===== src/rtl/bilinear_density_ordered_dither_defines.svh =====
// Assertion macros used by the divider (bdod_div) of the bilinear density dither RTL.
// Expects clk_i and rst_ni in the scope of each use.
`ifndef BILINEAR_DENSITY_ORDERED_DITHER_DEFINES_SVH
`define BILINEAR_DENSITY_ORDERED_DITHER_DEFINES_SVH

// Condition on one edge implies a condition on the same edge.
`define BDOD_ASSERT_IMPLY(lbl, ante, cons, msg) \
  lbl: assert property (@(posedge clk_i) disable iff (!rst_ni) (ante) |-> (cons)) \
    else $error(msg);

// Condition on one edge implies a condition on the next edge.
`define BDOD_ASSERT_NEXT(lbl, ante, cons, msg) \
  lbl: assert property (@(posedge clk_i) disable iff (!rst_ni) (ante) |=> (cons)) \
    else $error(msg);

`endif


===== src/rtl/bdod_pkg.sv =====
// Shared constants, types and helper functions of the bilinear density dither.
// No dependencies; the other RTL files, apart from the macros header, refer to it by scoped names.
package bdod_pkg;

  localparam int unsigned PosW   = 6;
  localparam int unsigned ShiftW = 4;
  localparam int unsigned AlphaW = 4;
  localparam int unsigned LevelW = 8;
  localparam int unsigned DvdW   = 21;  // 2*num + den
  localparam int unsigned DvsW   = 13;  // 2*den

  localparam logic [PosW-1:0] MaxGrid   = 6'd63;
  localparam logic [PosW-1:0] GridReset = 6'd10;

  // 4x4 magic matrix, row-major
  localparam logic [3:0] Magic4 [16] = '{
    4'd0,  4'd14, 4'd3,  4'd13,
    4'd11, 4'd5,  4'd8,  4'd6,
    4'd12, 4'd2,  4'd15, 4'd1,
    4'd7,  4'd9,  4'd4,  4'd10
  };

  // Request leaving the front end toward the divider
  typedef struct packed {
    logic [DvdW-1:0]   dvd;
    logic [DvsW-1:0]   dvs;
    logic [LevelW-1:0] thr;
  } front_t;

  // Request leaving the divider
  typedef struct packed {
    logic [LevelW-1:0] quo;
    logic [LevelW-1:0] thr;
  } quot_t;

  // Two-level ordered dither threshold at (col,row)
  function automatic logic [LevelW-1:0] dither_thr(logic [3:0] col, logic [3:0] row);
    logic [3:0]  m_ij;
    logic [3:0]  m_kl;
    logic [14:0] t;
    m_ij = Magic4[{col[1:0], row[1:0]}];
    m_kl = Magic4[{col[3:2], row[3:2]}];
    t    = 15'd64 + 15'({m_ij, m_kl}) * 15'd127;
    return t[14:7];
  endfunction

  // One restoring division step: shift in a bit, subtract when it fits
  function automatic logic [DvsW:0] div_step(logic [DvsW-1:0] rem, logic bit_in,
                                             logic [DvsW-1:0] dvs);
    logic [DvsW:0] t;
    logic [DvsW:0] r;
    t = {rem, bit_in};
    r = t - {1'b0, dvs};
    if (t >= {1'b0, dvs}) begin
      return {1'b1, r[DvsW-1:0]};
    end
    return {1'b0, t[DvsW-1:0]};
  endfunction

endpackage


===== src/rtl/bdod_in_if.sv =====
// Input channel of the bilinear density dither: one grid point per request.
// Depends on bdod_pkg for field widths.
interface bdod_in_if;
  logic                           valid;
  logic                           ready;
  logic [bdod_pkg::PosW-1:0]      pos_x;
  logic [bdod_pkg::PosW-1:0]      pos_y;
  logic [bdod_pkg::ShiftW-1:0]    shift_x;
  logic [bdod_pkg::ShiftW-1:0]    shift_y;
  logic [bdod_pkg::AlphaW-1:0]    alpha_c0;
  logic [bdod_pkg::AlphaW-1:0]    alpha_c1;
  logic [bdod_pkg::AlphaW-1:0]    alpha_c2;
  logic [bdod_pkg::AlphaW-1:0]    alpha_c3;

  modport source (
    output valid, pos_x, pos_y, shift_x, shift_y,
           alpha_c0, alpha_c1, alpha_c2, alpha_c3,
    input  ready
  );
  modport sink (
    input  valid, pos_x, pos_y, shift_x, shift_y,
           alpha_c0, alpha_c1, alpha_c2, alpha_c3,
    output ready
  );
endinterface


===== src/rtl/bdod_out_if.sv =====
// Output channel of the bilinear density dither: level and coverage per request.
// Depends on bdod_pkg for field widths.
interface bdod_out_if;
  logic                        valid;
  logic                        ready;
  logic                        covered;
  logic [bdod_pkg::LevelW-1:0] level;

  modport source (output valid, covered, level, input ready);
  modport sink   (input valid, covered, level, output ready);
endinterface


===== src/rtl/bdod_front.sv =====
// Front end: clamp, bilinear weights, corner products and the dividend sum.
// Four register stages; depends on bdod_pkg and bdod_in_if.
module bdod_front (
  input  logic                      clk_i,
  input  logic                      rst_ni,
  input  logic [bdod_pkg::PosW-1:0] grid_size_i,
  bdod_in_if.sink                   in_i,
  output logic                      dn_valid_o,
  input  logic                      dn_ready_i,
  output bdod_pkg::front_t          dn_o
);

  localparam int unsigned NStage = 4;

  typedef struct packed {
    logic [5:0] s;
    logic [5:0] xc;
    logic [5:0] yc;
    logic [5:0] wx;
    logic [5:0] wy;
    logic [7:0] b0;
    logic [7:0] b1;
    logic [7:0] b2;
    logic [7:0] b3;
    logic [7:0] thr;
  } st0_t;

  typedef struct packed {
    logic [11:0] w00;
    logic [11:0] w10;
    logic [11:0] w01;
    logic [11:0] w11;
    logic [11:0] den;
    logic [7:0]  b0;
    logic [7:0]  b1;
    logic [7:0]  b2;
    logic [7:0]  b3;
    logic [7:0]  thr;
  } st1_t;

  typedef struct packed {
    logic [19:0] t0;
    logic [19:0] t1;
    logic [19:0] t2;
    logic [19:0] t3;
    logic [11:0] den;
    logic [7:0]  thr;
  } st2_t;

  logic [NStage-1:0] v_q;
  logic [NStage:0]   en;
  st0_t              s0_d, s0_q;
  st1_t              s1_d, s1_q;
  st2_t              s2_d, s2_q;
  bdod_pkg::front_t  s3_d, s3_q;
  logic [5:0]        s_eff;
  logic [5:0]        s_m1;
  logic [19:0]       num;

  // Advance a stage when it is empty or the next one advances
  always_comb begin
    en[NStage] = dn_ready_i;
    for (int k = NStage - 1; k >= 0; k--) begin
      en[k] = ~v_q[k] | en[k+1];
    end
  end

  assign in_i.ready = en[0];
  assign dn_valid_o = v_q[NStage-1];
  assign dn_o       = s3_q;

  // Stage 0: effective grid size, clamp, weights, scaled corners, threshold
  always_comb begin
    s_eff = (grid_size_i == '0) ? 6'd1 : grid_size_i;
    if (s_eff > bdod_pkg::MaxGrid) begin
      s_eff = bdod_pkg::MaxGrid;
    end
    s_m1    = s_eff - 6'd1;
    s0_d.s  = s_eff;
    s0_d.xc = (in_i.pos_x > s_m1) ? s_m1 : in_i.pos_x;
    s0_d.yc = (in_i.pos_y > s_m1) ? s_m1 : in_i.pos_y;
    s0_d.wx = s_eff - s0_d.xc;
    s0_d.wy = s_eff - s0_d.yc;
    // 17*a is the nibble repeated
    s0_d.b0 = {in_i.alpha_c0, in_i.alpha_c0};
    s0_d.b1 = {in_i.alpha_c1, in_i.alpha_c1};
    s0_d.b2 = {in_i.alpha_c2, in_i.alpha_c2};
    s0_d.b3 = {in_i.alpha_c3, in_i.alpha_c3};
    s0_d.thr = bdod_pkg::dither_thr(s0_d.xc[3:0] + in_i.shift_x,
                                    s0_d.yc[3:0] + in_i.shift_y);
  end

  // Stage 1: weight products and denominator
  always_comb begin
    s1_d.w00 = 12'(s0_q.wx) * 12'(s0_q.wy);
    s1_d.w10 = 12'(s0_q.xc) * 12'(s0_q.wy);
    s1_d.w01 = 12'(s0_q.wx) * 12'(s0_q.yc);
    s1_d.w11 = 12'(s0_q.xc) * 12'(s0_q.yc);
    s1_d.den = 12'(s0_q.s) * 12'(s0_q.s);
    s1_d.b0  = s0_q.b0;
    s1_d.b1  = s0_q.b1;
    s1_d.b2  = s0_q.b2;
    s1_d.b3  = s0_q.b3;
    s1_d.thr = s0_q.thr;
  end

  // Stage 2: weighted corner terms
  always_comb begin
    s2_d.t0  = 20'(s1_q.w00) * 20'(s1_q.b0);
    s2_d.t1  = 20'(s1_q.w10) * 20'(s1_q.b1);
    s2_d.t2  = 20'(s1_q.w01) * 20'(s1_q.b2);
    s2_d.t3  = 20'(s1_q.w11) * 20'(s1_q.b3);
    s2_d.den = s1_q.den;
    s2_d.thr = s1_q.thr;
  end

  // Stage 3: numerator sum, rounding offset, doubled divisor
  always_comb begin
    num      = s2_q.t0 + s2_q.t1 + s2_q.t2 + s2_q.t3;
    s3_d.dvd = {num, 1'b0} + 21'(s2_q.den);
    s3_d.dvs = {s2_q.den, 1'b0};
    s3_d.thr = s2_q.thr;
  end

  // Valid bits
  always_ff @(posedge clk_i or negedge rst_ni) begin
    if (!rst_ni) begin
      v_q <= '0;
    end else begin
      if (en[0]) v_q[0] <= in_i.valid;
      for (int k = 1; k < NStage; k++) begin
        if (en[k]) v_q[k] <= v_q[k-1];
      end
    end
  end

  // Payload registers
  always_ff @(posedge clk_i) begin
    if (en[0]) s0_q <= s0_d;
    if (en[1]) s1_q <= s1_d;
    if (en[2]) s2_q <= s2_d;
    if (en[3]) s3_q <= s3_d;
  end

endmodule


===== src/rtl/bdod_div.sv =====
// Pipelined restoring divider: 8-bit quotient, two quotient bits per stage.
// Depends on bdod_pkg and the assertion macros header.
`include "bilinear_density_ordered_dither_defines.svh"

module bdod_div (
  input  logic             clk_i,
  input  logic             rst_ni,
  input  logic             up_valid_i,
  output logic             up_ready_o,
  input  bdod_pkg::front_t up_i,
  output logic             dn_valid_o,
  input  logic             dn_ready_i,
  output bdod_pkg::quot_t  dn_o
);

  localparam int unsigned NStage = 4;
  localparam int unsigned DvsW   = bdod_pkg::DvsW;
  localparam int unsigned LevelW = bdod_pkg::LevelW;

  typedef struct packed {
    logic [DvsW-1:0]   rem;
    logic [DvsW-1:0]   dvs;
    logic [LevelW-1:0] lo;   // dividend bits still to shift in
    logic [LevelW-1:0] quo;
    logic [LevelW-1:0] thr;
  } dst_t;

  logic [NStage-1:0] v_q;
  logic [NStage:0]   en;
  dst_t              st_d [NStage];
  dst_t              st_q [NStage];
  dst_t              src  [NStage];
  dst_t              entry;
  logic [DvsW:0]     step_a [NStage];
  logic [DvsW:0]     step_b [NStage];

  // Advance a stage when it is empty or the next one advances
  always_comb begin
    en[NStage] = dn_ready_i;
    for (int k = NStage - 1; k >= 0; k--) begin
      en[k] = ~v_q[k] | en[k+1];
    end
  end

  assign up_ready_o = en[0];
  assign dn_valid_o = v_q[NStage-1];
  assign dn_o.quo   = st_q[NStage-1].quo;
  assign dn_o.thr   = st_q[NStage-1].thr;

  // Quotient fits 8 bits, so the upper dividend bits start below the divisor
  always_comb begin
    entry.rem = up_i.dvd[bdod_pkg::DvdW-1:LevelW];
    entry.dvs = up_i.dvs;
    entry.lo  = up_i.dvd[LevelW-1:0];
    entry.quo = '0;
    entry.thr = up_i.thr;
  end

  // Two restoring steps per stage
  always_comb begin
    for (int k = 0; k < NStage; k++) begin
      src[k]       = (k == 0) ? entry : st_q[(k == 0) ? 0 : k - 1];
      step_a[k]    = bdod_pkg::div_step(src[k].rem, src[k].lo[LevelW-1], src[k].dvs);
      step_b[k]    = bdod_pkg::div_step(step_a[k][DvsW-1:0], src[k].lo[LevelW-2],
                                        src[k].dvs);
      st_d[k].rem  = step_b[k][DvsW-1:0];
      st_d[k].dvs  = src[k].dvs;
      st_d[k].lo   = {src[k].lo[LevelW-3:0], 2'b00};
      st_d[k].quo  = {src[k].quo[LevelW-3:0], step_a[k][DvsW], step_b[k][DvsW]};
      st_d[k].thr  = src[k].thr;
    end
  end

  // Valid bits
  always_ff @(posedge clk_i or negedge rst_ni) begin
    if (!rst_ni) begin
      v_q <= '0;
    end else begin
      if (en[0]) v_q[0] <= up_valid_i;
      for (int k = 1; k < NStage; k++) begin
        if (en[k]) v_q[k] <= v_q[k-1];
      end
    end
  end

  // Payload registers
  always_ff @(posedge clk_i) begin
    for (int k = 0; k < NStage; k++) begin
      if (en[k]) st_q[k] <= st_d[k];
    end
  end

  `BDOD_ASSERT_IMPLY(a_dvs_nonzero, up_valid_i, up_i.dvs != '0, "divisor is zero")
  `BDOD_ASSERT_IMPLY(a_rem_below_dvs, v_q[NStage-1], st_q[NStage-1].rem < st_q[NStage-1].dvs, "remainder not below divisor")
  `BDOD_ASSERT_NEXT(a_hold_on_stall, v_q[NStage-1] && !dn_ready_i, v_q[NStage-1] && $stable(st_q[NStage-1].quo), "last stage lost its request under stall")

endmodule


===== src/rtl/bilinear_density_ordered_dither.sv =====
// Top level of the bilinear density dither: config register, pipeline, output register.
// Depends on bdod_pkg, bdod_in_if, bdod_out_if, bdod_front and bdod_div.
//
// Usage:
//   in_i carries one grid point per request (position, dither shift, four corner
//   densities); out_o returns one result per request, in order: the rounded
//   bilinear level and whether it exceeds the ordered dither threshold.
//   cfg_we_i/cfg_wdata_i write grid_size; write it only while no request is in flight.
// Pipeline: nine register stages from input acceptance to output valid (four
//   front-end, four divider and one output register; the accepting edge
//   loads the first of them).
// Throughput: one request per cycle while out_o is not held off; every stage holds
//   one request and the divider retires two quotient bits per stage.
// Reset: clears all valid bits, sets grid_size to 10; in_i is ready right away.
// Stall: when out_o is held off the result waits in the output register while
//   the pipeline keeps filling its empty stages; in_i drops ready only once
//   every stage is occupied. Nothing is lost or repeated.
module bilinear_density_ordered_dither (
  input  logic                      clk_i,
  input  logic                      rst_ni,
  input  logic                      cfg_we_i,
  input  logic [bdod_pkg::PosW-1:0] cfg_wdata_i,
  bdod_in_if.sink                   in_i,
  bdod_out_if.source                out_o
);

  logic [bdod_pkg::PosW-1:0]   grid_size_q;
  logic                        fr_valid;
  logic                        fr_ready;
  bdod_pkg::front_t            fr_data;
  logic                        dv_valid;
  logic                        out_en;
  bdod_pkg::quot_t             dv_data;
  logic                        out_v_q;
  logic                        covered_q;
  logic [bdod_pkg::LevelW-1:0] level_q;

  // Grid size register
  always_ff @(posedge clk_i or negedge rst_ni) begin
    if (!rst_ni) begin
      grid_size_q <= bdod_pkg::GridReset;
    end else if (cfg_we_i) begin
      grid_size_q <= cfg_wdata_i;
    end
  end

  bdod_front u_front (
    .clk_i       (clk_i),
    .rst_ni      (rst_ni),
    .grid_size_i (grid_size_q),
    .in_i        (in_i),
    .dn_valid_o  (fr_valid),
    .dn_ready_i  (fr_ready),
    .dn_o        (fr_data)
  );

  bdod_div u_div (
    .clk_i      (clk_i),
    .rst_ni     (rst_ni),
    .up_valid_i (fr_valid),
    .up_ready_o (fr_ready),
    .up_i       (fr_data),
    .dn_valid_o (dv_valid),
    .dn_ready_i (out_en),
    .dn_o       (dv_data)
  );

  // Load the output register when it is empty or being drained
  assign out_en = ~out_v_q | out_o.ready;

  always_ff @(posedge clk_i or negedge rst_ni) begin
    if (!rst_ni) begin
      out_v_q <= 1'b0;
    end else if (out_en) begin
      out_v_q <= dv_valid;
    end
  end

  // Compare the level against the dither threshold
  always_ff @(posedge clk_i) begin
    if (out_en) begin
      level_q   <= dv_data.quo;
      covered_q <= dv_data.quo > dv_data.thr;
    end
  end

  assign out_o.valid   = out_v_q;
  assign out_o.covered = covered_q;
  assign out_o.level   = level_q;

endmodule

===== src/flat_wrapper.sv =====
// flat-port wrapper written by rule: the top's interface ports become plain ports
module bilinear_density_ordered_dither_flat 
  (clk_i, rst_ni, cfg_we_i, cfg_wdata_i, in_i_valid, in_i_pos_x, in_i_pos_y, in_i_shift_x, in_i_shift_y, in_i_alpha_c0, in_i_alpha_c1, in_i_alpha_c2, in_i_alpha_c3, in_i_ready, out_o_valid, out_o_covered, out_o_level, out_o_ready);
  bdod_in_if in_i_i ();
  bdod_out_if out_o_i ();
  input  logic clk_i;
  input  logic rst_ni;
  input  logic cfg_we_i;
  input  logic [bdod_pkg::PosW-1:0] cfg_wdata_i;
  input wire logic [$bits(in_i_i.valid)-1:0] in_i_valid;
  input wire logic [$bits(in_i_i.pos_x)-1:0] in_i_pos_x;
  input wire logic [$bits(in_i_i.pos_y)-1:0] in_i_pos_y;
  input wire logic [$bits(in_i_i.shift_x)-1:0] in_i_shift_x;
  input wire logic [$bits(in_i_i.shift_y)-1:0] in_i_shift_y;
  input wire logic [$bits(in_i_i.alpha_c0)-1:0] in_i_alpha_c0;
  input wire logic [$bits(in_i_i.alpha_c1)-1:0] in_i_alpha_c1;
  input wire logic [$bits(in_i_i.alpha_c2)-1:0] in_i_alpha_c2;
  input wire logic [$bits(in_i_i.alpha_c3)-1:0] in_i_alpha_c3;
  output wire logic [$bits(in_i_i.ready)-1:0] in_i_ready;
  output wire logic [$bits(out_o_i.valid)-1:0] out_o_valid;
  output wire logic [$bits(out_o_i.covered)-1:0] out_o_covered;
  output wire logic [$bits(out_o_i.level)-1:0] out_o_level;
  input wire logic [$bits(out_o_i.ready)-1:0] out_o_ready;
  assign in_i_i.valid = in_i_valid;
  assign in_i_i.pos_x = in_i_pos_x;
  assign in_i_i.pos_y = in_i_pos_y;
  assign in_i_i.shift_x = in_i_shift_x;
  assign in_i_i.shift_y = in_i_shift_y;
  assign in_i_i.alpha_c0 = in_i_alpha_c0;
  assign in_i_i.alpha_c1 = in_i_alpha_c1;
  assign in_i_i.alpha_c2 = in_i_alpha_c2;
  assign in_i_i.alpha_c3 = in_i_alpha_c3;
  assign in_i_ready = in_i_i.ready;
  assign out_o_valid = out_o_i.valid;
  assign out_o_covered = out_o_i.covered;
  assign out_o_level = out_o_i.level;
  assign out_o_i.ready = out_o_ready;
  bilinear_density_ordered_dither u_core (.clk_i(clk_i), .rst_ni(rst_ni), .cfg_we_i(cfg_we_i), .cfg_wdata_i(cfg_wdata_i), .in_i(in_i_i), .out_o(out_o_i));
endmodule

===== config.mk =====
export PLATFORM = sky130hd
export DESIGN_NAME = bilinear_density_ordered_dither_flat
export DESIGN_NICKNAME = d
export VERILOG_FILES = /design/src/rtl/bdod_pkg.sv /design/src/rtl/bdod_in_if.sv /design/src/rtl/bdod_out_if.sv /design/src/rtl/bdod_front.sv /design/src/rtl/bdod_div.sv /design/src/rtl/bilinear_density_ordered_dither.sv /design/src/flat_wrapper.sv
export VERILOG_INCLUDE_DIRS = /design/src /design/src/rtl
export SDC_FILE = /design/constraint.sdc
export NUM_CORES = 2
export LEC_CHECK = 0
export BUFFER_PORTS_ARGS = -buffer_cell sky130_fd_sc_hd__buf_2
export CORE_ASPECT_RATIO = 1.5
export CORE_MARGIN = 5
export CORE_UTILIZATION = 65
export DETAILED_ROUTE_END_ITERATION = 12
export GPL_TIMING_DRIVEN = 0
export PLACE_DENSITY = 0.88
export SYNTH_ARGS = -nofsm -noshare
export SYNTH_HDL_FRONTEND = slang
export SYNTH_HIERARCHICAL = 1
export SYNTH_SLANG_ARGS = --single-unit

===== constraint.sdc =====
create_clock -name clk_i -period 17.7 [get_ports clk_i]
set_input_delay 4.425 -clock clk_i [delete_from_list [all_inputs] [get_ports clk_i]]
set_output_delay 4.425 -clock clk_i [all_outputs]
set_load 0.01 [all_outputs]

==> impl_results.rst <==
.. list-table::
   :header-rows: 1

   * - Metric
     - Value
   * - Number of hold-slack violations in the final timing report
     - 0
   * - Register clock-pin slew on the reported worst setup and hold paths
     - 0.07 ns
   * - Startpoint of the worst setup timing path
     - out_o_ready
   * - Die Outline Area
     - between 0.06 and 0.07 mm2
   * - Worst path arrival time
     - 7.83 ns
   * - Share of the core filled with cells in the final layout
     - 70.3%
   * - Setup repair bufs after CTS
     - 0
   * - Routed WL per cell
     - approximately 20 um
   * - Cell row count
     - 110
   * - Post-synth design cell area
     - ~0.039 mm2
   * - Worst slew margin relative to its limit
     - between 10% and 20%
   * - Slowest stage cell, crit path
     - sky130_fd_sc_hd__nor2b_1
   * - Total GRT Usage
     - about 27%
   * - RR Startpoint
     - u_core/grid_size_q[1]
   * - Count of flip-flops with a built-in enable after synthesis
     - 426
   * - DRC violation count after routing
     - 0
   * - Area Growth Syn to Fin
     - 7.78%
   * - Count of hold-fix buffers inserted at cts
     - 0
   * - Buffer cell driving the clock tree root
     - sky130_fd_sc_hd__clkbuf_16
   * - Die Y-Extent
     - 310 um
   * - Overall via count from detail_route
     - approximately 26000
   * - Aggregate routed wire length
     - 86.1 mm
   * - Post-Syn Area per Cell
     - 11.1 um2
   * - Antenna violations before repair
     - 0
   * - Detailed placer's ending HPWL
     - 70.6 mm
   * - Cell-by-cell listing of the critical path
     - buf_2 -> nand2b_1 -> nor2b_1 -> nand4_1 -> nor2b_1 -> nand4_1 -> buf_8 -> buf_6 -> buf_8 -> buf_8 -> buf_2
   * - Element type at the critical path end
     - output pin
   * - Slew at the pin closest to its max-slew limit
     - approximately 1.3 ns
   * - Worst path max stage delay
     - 0.71 ns
   * - Critical path startpoint category
     - input port
   * - Crit Path Class
     - in -> out
   * - IO Port Bufs
     - 56
   * - First-iteration detailed-routing DRC count
     - 1324
   * - Via count of the first global-routing pass
     - 28621
   * - Class of the worst hold path
     - reg -> reg
   * - Highest fanout seen on the critical path
     - 19
   * - Fillers
     - 4075
   * - Gate count of the mapped netlist
     - 3495
   * - Hold_ws
     - around 0.42 ns
   * - Clk sink count
     - 441
   * - Count of warnings emitted by yosys
     - 6
   * - Remaining number of nets flagged by the antenna check after routing
     - 0
   * - Source of the worst hold timing path
     - u_core/u_front/dn_o[1]
   * - Final critical path time including I/O delays and setup
     - 12.25 ns
   * - Leading post-synthesis cells by cell area
     - sky130_fd_sc_hd__edfxtp_1, sky130_fd_sc_hd__fa_1, sky130_fd_sc_hd__ha_1
   * - Buffers & Inverters on Critical Path
     - 6
   * - Deepest clock path buffer count
     - 3
   * - NumNets Final
     - between 4000 and 5000
   * - Post-route cell area
     - 0.0420 mm2
   * - Mean number of vias per cell
     - 5.79
   * - Kind of cell adding the most delay to the critical path
     - simple AND/OR/NAND/NOR gates
   * - Cell type contributing the most total cell area after synthesis
     - sky130_fd_sc_hd__edfxtp_1
   * - Fraction of registers with async set or reset after synthesis
     - 3.40%
   * - Met1 track demand over resource in global routing
     - a little over a quarter
   * - Final estimated routing congestion in global placement
     - 0.928
   * - Area of the core region
     - approximately 0.06 mm2
   * - Final total negative setup slack
     - 0 ns
   * - Fin Clk Skew
     - 0.0554 ns
   * - Most common flop cell mapped by yosys
     - sky130_fd_sc_hd__edfxtp_1
   * - Residual overflow from global routing
     - 0
   * - Total I/O pin count
     - just under 60
   * - Max frequency
     - 0.0816 GHz
   * - GR met2 Demand/Resource
     - 53.4%
   * - Number of CTS-inserted buffers
     - 44
   * - Global routing's busiest layer
     - met2
   * - Number of unique standard cell types used by synthesis
     - between 90 and 100
   * - # Max-Cap Violations
     - 0
   * - Flop-to-flop setup slack
     - approximately 8.3 ns
   * - Clock latency of the later-clocked register in the worst-skew pair
     - between 0.6 and 0.7 ns
   * - Most used standard cell by instance count after synthesis
     - sky130_fd_sc_hd__inv_1
   * - DR pass1 iterations
     - 8
   * - Area fraction of the dominant cell type after synthesis
     - 32.8%
   * - CTS tree
     - done
   * - Post-DP Area
     - about 0.040 mm2
   * - Most used cell along the critical path
     - sky130_fd_sc_hd__buf_8
   * - RSZ-0062 raised after global routing
     - no
   * - Setup-failing EPs final
     - 0
   * - Max H-tree Level
     - 2
   * - Starting Density
     - 65.2%
   * - Data required time of the critical path
     - 13.28 ns
   * - Number of pins with negative max-slew slack in the final report
     - 0
   * - Maximum number of pins on one net before global-route repair
     - between 70 and 80
   * - Period utilisation layout
     - 69.2%
   * - Proportion of layout cells with a drive suffix above 1
     - ~7.7%
   * - Result of the run
     - completed
   * - Flip-flop and latch count after synthesis
     - 441
   * - Global-route met3 utilization
     - about 3.0%
   * - Post-synthesis sequential area ratio
     - about a third
   * - Die X
     - 210 um
   * - Synth cell count leaders
     - sky130_fd_sc_hd__inv_1, sky130_fd_sc_hd__ha_1, sky130_fd_sc_hd__edfxtp_1
   * - Post-cts repair resize count
     - 0
   * - Global-route wire length before repair
     - 141 mm
-- cell usage in the layout (no fill, tap or decap), types with 7 or more instances in the layout --
cell type | synthesis | routed
sky130_fd_sc_hd__a211oi_1 | 11 | 11
sky130_fd_sc_hd__a21boi_0 | 14 | 14
sky130_fd_sc_hd__a21o_1 | 51 | 51
sky130_fd_sc_hd__a21oi_1 | 158 | 158
sky130_fd_sc_hd__a31oi_1 | 11 | 11
sky130_fd_sc_hd__and2_1 | 157 | 157
sky130_fd_sc_hd__buf_2 | 7 | 63
sky130_fd_sc_hd__clkbuf_1 | 50 | 52
sky130_fd_sc_hd__clkbuf_16 | 0 | 44
sky130_fd_sc_hd__clkinv_2 | 0 | 8
sky130_fd_sc_hd__dfrtp_1 | 13 | 13
sky130_fd_sc_hd__edfxtp_1 | 426 | 426
sky130_fd_sc_hd__fa_1 | 384 | 384
sky130_fd_sc_hd__ha_1 | 449 | 449
sky130_fd_sc_hd__inv_1 | 586 | 585
sky130_fd_sc_hd__mux2_2 | 47 | 47
sky130_fd_sc_hd__mux2_4 | 15 | 15
sky130_fd_sc_hd__mux2i_1 | 11 | 11
sky130_fd_sc_hd__nand2_1 | 279 | 277
sky130_fd_sc_hd__nand2b_1 | 29 | 29
sky130_fd_sc_hd__nand3_1 | 35 | 33
sky130_fd_sc_hd__nand4_1 | 18 | 18
sky130_fd_sc_hd__nor2_1 | 132 | 132
sky130_fd_sc_hd__nor2b_1 | 35 | 35
sky130_fd_sc_hd__nor3_1 | 38 | 38
sky130_fd_sc_hd__o2111ai_1 | 7 | 7
sky130_fd_sc_hd__o211ai_1 | 9 | 9
sky130_fd_sc_hd__o21a_1 | 22 | 22
sky130_fd_sc_hd__o21ai_0 | 84 | 84
sky130_fd_sc_hd__o21bai_1 | 34 | 34
sky130_fd_sc_hd__o31a_1 | 8 | 8
sky130_fd_sc_hd__o31ai_1 | 7 | 7
sky130_fd_sc_hd__o41ai_1 | 9 | 9
sky130_fd_sc_hd__or2_2 | 14 | 14
sky130_fd_sc_hd__or3_1 | 9 | 9
sky130_fd_sc_hd__xnor2_1 | 180 | 180
sky130_fd_sc_hd__xor2_1 | 49 | 49
-- path summary, 6_finish.rpt --
| check | depth (start not counted) | end |
|---|---|---|
| min | 0 | u_core/u_div/st_q[0][1] |
| max | 11 | in_i_ready |
| min reg2reg | 0 | u_core/u_div/st_q[0][1] |
| max in group asynchronous | 1 | u_core/out_o.valid |
| max reg2reg | 32 | u_core/u_front/s0_q[7] |
| min in group asynchronous | 1 | u_core/grid_size_q[5] |
-- routing by layer --
metal / vias up / wire length, um
li1: 11944 / -
met1: 12622 / 27900
met3: 354 / 2820
met4: 0 / 7660
met2: 745 / 47700
met5: - / 0
-- metrics by stage --
step | cells | setup slack (ns)
2_1_floorplan | 3497 | 4.65
3_3_place_gp | 4337 | 1.88
3_5_place_dp | 4347 | 5.12
4_1_cts | 4428 | 5.37
5_1_grt | 4428 | 5.17
6_report | 4429 | 5.45
-- final cells by class --
| type | instances | area (um2) | area share [%] |
|---|---|---|---|
| Sequential cell | 441 | 13200 | 31.4 |
| Antenna cell | 1 | 2.50 | 0.00596 |
| Clock buffer | 46 | 1110 | 2.64 |
| Multi-Input combinational cell | 2403 | 23300 | 55.5 |
| Timing Repair Buffer | 66 | 462 | 1.10 |
| Buffer | 67 | 313 | 0.745 |
| Inverter | 586 | 2200 | 5.24 |
| Tap cell | 784 | 981 | 2.34 |
| Clock inverter | 35 | 440 | 1.05 |
-- state kept, by name, indices dropped and copies added, names as in the netlist --
name / count
u_core/u_front/s0_q: 54
u_core/u_front/dn_o: 39
u_core/out_o.valid: 1
u_core/out_o.covered: 1
u_core/u_div/st_q: 142
u_core/u_div/v_q: 4
u_core/u_front/s1_q: 83
u_core/u_front/s2_q: 99
u_core/u_front/v_q: 4
u_core/out_o.level: 8
u_core/grid_size_q: 6
-- cells by family after synthesis --
group	synth area share, %
fa+ha+maj	34.3
mux	2.28
flops	33.8
buf+inv	6.45
xor+xnor	5.21
compound gates	8.24
other cells	0.00963
simple gates	9.70
Power is not shown: default switching activity piles up to over one toggle a cycle in this logic, so the estimate is an artifact.
